**config.mk**
```make
export PLATFORM = sky130hd
export DESIGN_NAME = sparse_grid_point_key_unit
export DESIGN_NICKNAME = d
export VERILOG_FILES = /design/src/sgpk_pkg.sv /design/src/sparse_grid_point_key_unit.sv /design/src/sgpk_fold.sv
export SDC_FILE = /design/constraint.sdc
export NUM_CORES = 1
export LEC_CHECK = 0
export ABC_AREA = 1
export BUFFER_PORTS_ARGS = -buffer_cell sky130_fd_sc_hd__buf_4
export CORE_AREA = 2 2 171 256
export DETAILED_ROUTE_END_ITERATION = 16
export DIE_AREA = 0 0 173 258
export PLACE_DENSITY = 0.65
export SETUP_SLACK_MARGIN = 0.5
export SLEW_MARGIN = 20
export SYNTH_ARGS = -nofsm -noshare
export SYNTH_HDL_FRONTEND = slang
export SYNTH_HIERARCHICAL = 1
export SYNTH_SLANG_ARGS = --single-unit
```
**constraint.sdc**
```tcl
create_clock -name clk -period 10.05 [get_ports clk]
set_input_delay 2.01 -clock clk [delete_from_list [all_inputs] [get_ports clk]]
set_output_delay 2.01 -clock clk [all_outputs]
set_load 0.05 [all_outputs]
```
**src/sgpk_pkg.sv**
```systemverilog
`default_nettype none

package sgpk_pkg;

  localparam int LEVEL_W = 5;
  localparam int INDEX_W = 32;
  localparam int HASH_W  = 64;
  localparam int SUM_W   = 16;

  localparam logic [HASH_W-1:0]  HASH_SEED = 64'h0000_0000_dead_beef;
  localparam logic [LEVEL_W-1:0] LEVEL_TOP = '1;

  typedef struct packed {
    logic [LEVEL_W-1:0] level;
    logic [INDEX_W-1:0] point_index;
    logic [LEVEL_W-1:0] other_level;
    logic [INDEX_W-1:0] other_index;
    logic               last;
  } item_t;

  typedef struct packed {
    logic [HASH_W-1:0]  hash;
    logic [SUM_W-1:0]   sum;
    logic [LEVEL_W-1:0] max;
    logic [LEVEL_W-1:0] min;
    logic               equal;
    logic               ancestor;
  } acc_t;

  localparam acc_t ACC_RESET = '{
    hash:     HASH_SEED,
    sum:      '0,
    max:      '0,
    min:      LEVEL_TOP,
    equal:    1'b1,
    ancestor: 1'b1
  };

endpackage

`default_nettype wire

```
**src/sparse_grid_point_key_unit.sv**
```systemverilog
// Sparse-grid point key unit. A point arrives one dimension per transaction
// (level and index of the point, level and index of a second point); the
// transaction with last set closes the point and yields one result with the
// 64-bit multiplicative hash, saturating level sum, level max/min, the inner
// flag and the equal/ancestor flags, after which the running state returns
// to its start values. Throughput is one dimension per clock unless a result
// stalls. The result is registered as the last dimension leaves the input
// register. The input and single-entry result registers are the only
// buffering; a stalled result blocks input at the next last dimension.
`default_nettype none

module sparse_grid_point_key_unit
  import sgpk_pkg::*;
(
  input  wire logic               clk,
  input  wire logic               rst,
  input  wire logic               in_valid,
  output logic                    in_ready,
  input  wire logic [LEVEL_W-1:0] level,
  input  wire logic [INDEX_W-1:0] point_index,
  input  wire logic [LEVEL_W-1:0] other_level,
  input  wire logic [INDEX_W-1:0] other_index,
  input  wire logic               last,
  output logic                    out_valid,
  input  wire logic               out_ready,
  output logic [HASH_W-1:0]       hash,
  output logic [SUM_W-1:0]        level_sum,
  output logic [LEVEL_W-1:0]      level_max,
  output logic [LEVEL_W-1:0]      level_min,
  output logic                    inner,
  output logic                    equal,
  output logic                    ancestor
);

  logic  s1_valid;
  item_t s1;
  acc_t  acc;
  acc_t  acc_fold;
  logic  s1_fire;

  sgpk_fold u_fold (
    .acc      (acc),
    .item     (s1),
    .acc_next (acc_fold)
  );

  // Only a closing dimension needs room in the result register.
  assign s1_fire  = s1_valid && (!s1.last || !out_valid || out_ready);
  assign in_ready = !s1_valid || s1_fire;

  always_ff @(posedge clk) begin
    if (rst) begin
      s1_valid  <= 1'b0;
      acc       <= ACC_RESET;
      out_valid <= 1'b0;
    end else begin
      if (in_ready) begin
        s1_valid <= in_valid;
      end
      if (s1_fire) begin
        acc <= s1.last ? ACC_RESET : acc_fold;
      end
      if (s1_fire && s1.last) begin
        out_valid <= 1'b1;
      end else if (out_ready) begin
        out_valid <= 1'b0;
      end
    end
  end

  always_ff @(posedge clk) begin
    if (in_valid && in_ready) begin
      s1.level       <= level;
      s1.point_index <= point_index;
      s1.other_level <= other_level;
      s1.other_index <= other_index;
      s1.last        <= last;
    end
    if (s1_fire && s1.last) begin
      hash      <= acc_fold.hash;
      level_sum <= acc_fold.sum;
      level_max <= acc_fold.max;
      level_min <= acc_fold.min;
      inner     <= (acc_fold.min != '0);
      equal     <= acc_fold.equal;
      ancestor  <= acc_fold.ancestor;
    end
  end

endmodule

`default_nettype wire

```
**src/sgpk_fold.sv**
```systemverilog
`default_nettype none

// Folds one dimension into the running point state.
module sgpk_fold
  import sgpk_pkg::*;
(
  input  wire acc_t  acc,
  input  wire item_t item,
  output acc_t       acc_next
);

  logic [INDEX_W-1:0] term;
  logic [HASH_W-1:0]  scaled;
  logic [SUM_W:0]     sum_wide;
  logic [LEVEL_W-1:0] shift;
  logic               anc;

  always_comb begin
    term = (INDEX_W'(1) << item.level) + item.point_index;
    // 65599 = 2^16 + 2^6 - 1
    scaled = (acc.hash << 16) + (acc.hash << 6) - acc.hash;
    acc_next.hash = scaled + HASH_W'(term);

    sum_wide = {1'b0, acc.sum} + (SUM_W+1)'(item.level);
    acc_next.sum = sum_wide[SUM_W] ? {SUM_W{1'b1}} : sum_wide[SUM_W-1:0];

    acc_next.max = (item.level > acc.max) ? item.level : acc.max;
    acc_next.min = (item.level < acc.min) ? item.level : acc.min;

    acc_next.equal = acc.equal && (item.level == item.other_level)
                     && (item.point_index == item.other_index);

    shift = item.other_level - item.level;
    anc = (item.other_level >= item.level)
          && (item.point_index == ((item.other_index >> shift) | INDEX_W'(1)));
    acc_next.ancestor = acc.ancestor && anc;
  end

endmodule

`default_nettype wire

```
==> results.py <==
metrics = {
    "status": {
        "outcome": "finished, final reports clean",
    },
    "floorplan": {
        "top_level_ports": 174,
        "initial_core_util_pct": 49.1,
        "die_h_um": 258,
        "core_um2": 42600,
        "die_x_um": 173,
        "design.die.area_um2": 44600,
        "num_rows": 93,
    },
    "synth": {
        "synth_area_per_cell_um2": 7.79,
        "seq_area_frac_synth_pct": 33.1,
        "syn_area_um2": 20900,
        "ys_types": 53,
        "synth_top_flop_cell": "edfxtp_1",
        "syn-num-nets": 3006,
        "ys_ff_latch": 262,
        "async_flop_share_pct": 0,
        "synthCells": 2687,
        "synth-warning-count": 6,
        "synth-edff-count": 168,
    },
    "global_routing": {
        "track_usage_pct": 35.4,
        "grt_pass1_vias": 19500,
        "grt_max_degree": 76,
        "grt_first_pass_wirelength_um": 118000,
        "overflow": 0,
        "antenna_found_initial": 0,
    },
    "timing": {
        "finalSetupViolCount": 0,
        "fin_setup_tns_ns": 0,
        "timing.final.crit_share_pct": 74.3,
        "grt_setup_unrepaired": "false",
        "tightest_slew_ns": 1.04,
        "layout_setup_ws_ns": 2.59,
        "skew_ns": 0.0164,
        "finalHoldViolCount": 0,
        "slew_violations": 0,
        "finalCriticalPeriod_ns": 7.46,
        "slew_headroom_pct": 30.9,
        "max_freq_ghz": 0.134,
    },
    "detailed_routing": {
        "viasPerCell": 5.69,
        "dr.first_iter.drc_count": 1454,
        "drt-pass1-iter-count": 7,
        "vias": 19400,
        "postRouteAntennaNets": 0,
        "wirelength_um": 80200,
        "drc": 0,
        "wire_per_inst_um": 23.5,
    },
    "power_and_ir_drop": {
        "power_density_nw_per_um2": 381,
        "power_leakage_nw": 10.8,
        "peakVddDrop_uv": 195,
    },
    "setup_path": {
        "critPathArrivalTime_ns": 7.98,
        "cp-end-kind": "register",
        "cp-start-kind": "register",
        "slowest_stage": "a21oi_1",
        "cp_top_family": "compound AO/OA/AOI/OAI gates",
        "critPathMaxFanout": 13,
        "worst-path-buf-inv": 2,
        "cp_data_required_time_ns": 10.56,
        "crit_type": "reg2reg",
        "max_stage_delay_ns": 0.61,
        "worstPathCellList": "inv_1, nand4_1, nor2_1, ha_1, inv_1, fa_1, o21ai_1, a21boi_0, o21bai_1, xor2_1, fa_1, ha_1, ha_1, a21oi_1, o21ai_0, a21oi_1, o21ai_0, nand2_1, nand2_1, a21oi_1, xnor2_1, nand2_1, a21oi_2",
    },
    "run": {
        "maxCapViolations": 0,
    },
    "finish": {
        "nNetsFinal": 3143,
        "fillCellCount": 4170,
        "final_util_pct": 55.0,
        "drive_gt1_share_pct": 10.2,
        "area_delta_synth_final_pct": 11.9,
        "diodes": 0,
        "final_area_um2": 23400,
    },
    "place": {
        "place_hpwl_um": 65400,
        "dpl_cell_area_um2": 22600,
        "place_ws_ns": 2.76,
        "place.gp.congestion": 1.03,
        "portBuffers": 173,
    },
    "clock_tree": {
        "cts_hold_buf": 0,
        "cts.repair.resized": 0,
        "clk-insertion-delay-late_ns": 0.60,
        "h-tree-depth": 1,
        "root_buffer": "clkbuf_16",
        "cts_sinks": 262,
        "cts_tree": "built",
        "clock_path_buffers": 3,
        "cts_buffers": 27,
        "clk_pin_slew_ns": 0.07,
        "cts_setup_buffers": 0,
    },
    "worst_hold_path": {
        "min_path_type": "reg2reg",
    },
}
==> registers in the layout (all words and copies together) (netlist names), 5 cells and up <==
name	flops
level_min	5
hash	64
s1	75
acc	92
level_sum	16
level_max	5
==> logic make-up after synthesis <==
group | synth area share, %
fa+ha+maj | 17.1
buf+inv | 8.96
compound gates | 11.8
xor+xnor | 4.19
simple gates | 24.8
flops | 33.1
==> worst paths after layout <==
path,cells past startpoint,to,start,slack (ns)
worst min-delay path,2,acc[42],acc[42],0.47
worst min register to register,2,acc[42],acc[42],0.47
worst max-delay path,23,acc[64],s1[71],2.59
worst max register to register,23,acc[64],s1[71],2.59
==> routing by layer <==
layer | routed length (um) | global-route usage, %
met2 | 43300 | 68.7
met4 | 8440 | 31.5
met3 | 3370 | 3.56
met5 | 0 | 0
met1 | 25100 | 32.3
==> stage by stage <==
| stage | cells | hold slack (ns) | power [mW] |
|---|---|---|---|
| after global routing | 3415 | 0.490 | 9.51 |
| after detailed placement | 3365 | 0.455 | 7.81 |
| after global placement | 3365 | 0.455 | 7.76 |
| after CTS | 3415 | 0.466 | 8.82 |
| after floorplan | 2687 | 0.436 | 5.89 |
| final | 3415 | 0.466 | 8.93 |
==> placed cells by master, fill, tap and decap left out, types with 6 or more instances in the layout <==
cell	n
a31oi_1	17
o211ai_1	31
nand3_1	264
a21oi_1	171
nor2_1	195
nand2_2	23
dfxtp_1	94
nand4_1	33
a21o_1	19
xor2_1	64
nor4_1	9
inv_1	367
edfxtp_1	168
ha_1	163
a221oi_1	7
or2_2	6
clkbuf_16	27
o21bai_1	11
clkbuf_1	7
nand2_1	630
fa_1	77
o21a_1	6
a21oi_2	20
o21ai_0	103
clkbuf_8	6
xnor2_1	36
o21ai_1	12
nor3_1	27
buf_4	184
and3_1	6
a21boi_0	7
==> cell type report <==
cell class | instances | area [um^2] | share of cell area [%]
Sequential cell | 262 | 6930 | 29.6
Clock inverter | 10 | 70.1 | 0.299
Tap cell | 570 | 713 | 3.04
Inverter | 377 | 1420 | 6.06
Clock buffer | 40 | 785 | 3.35
Multi-Input combinational cell | 1972 | 12100 | 51.8
Timing Repair Buffer | 184 | 1380 | 5.90
==> power by group <==
part           total, mW  internal [mW]  switching [mW]
Combinational       6.22           1.90            4.32
Sequential          1.73           1.58           0.143
Clock              0.988          0.542           0.446
Total               8.93           4.03            4.90
==> worst register-to-register path: cells and delay by family (launching register included) <==
| kind | cells | cell delay [ns] |
|---|---|---|
| AOI/OAI and AO/OA | 9 | 3.07 |
| xor gates and xnor gates | 2 | 0.55 |
| adders and majority gates | 5 | 1.64 |
| buffers and inverters | 2 | 0.54 |
| DFF | 1 | 0.60 |
| and+or+nand+nor | 5 | 0.98 |
==> cells in the mapped netlist, types with 7 or more instances <==
cell type	n	area [um^2]
a21boi_0	7	52.6
a21o_1	19	143
a21oi_1	171	856
a21oi_2	20	175
a221oi_1	7	61.3
a31oi_1	17	106
buf_2	24	120
buf_4	10	75.1
buf_6	14	158
clkbuf_1	27	101
dfxtp_1	94	1880
edfxtp_1	168	5040
fa_1	77	1540
ha_1	163	2040
inv_1	369	1390
nand2_1	630	2360
nand2_2	24	150
nand3_1	264	1320
nand4_1	33	206
nor2_1	195	732
nor3_1	27	135
nor4_1	9	56.3
o211ai_1	31	233
o21ai_0	103	515
o21ai_1	12	60.1
o21bai_1	11	82.6
xnor2_1	36	315
xor2_1	64	561
Power figures use the tool's default switching activity.
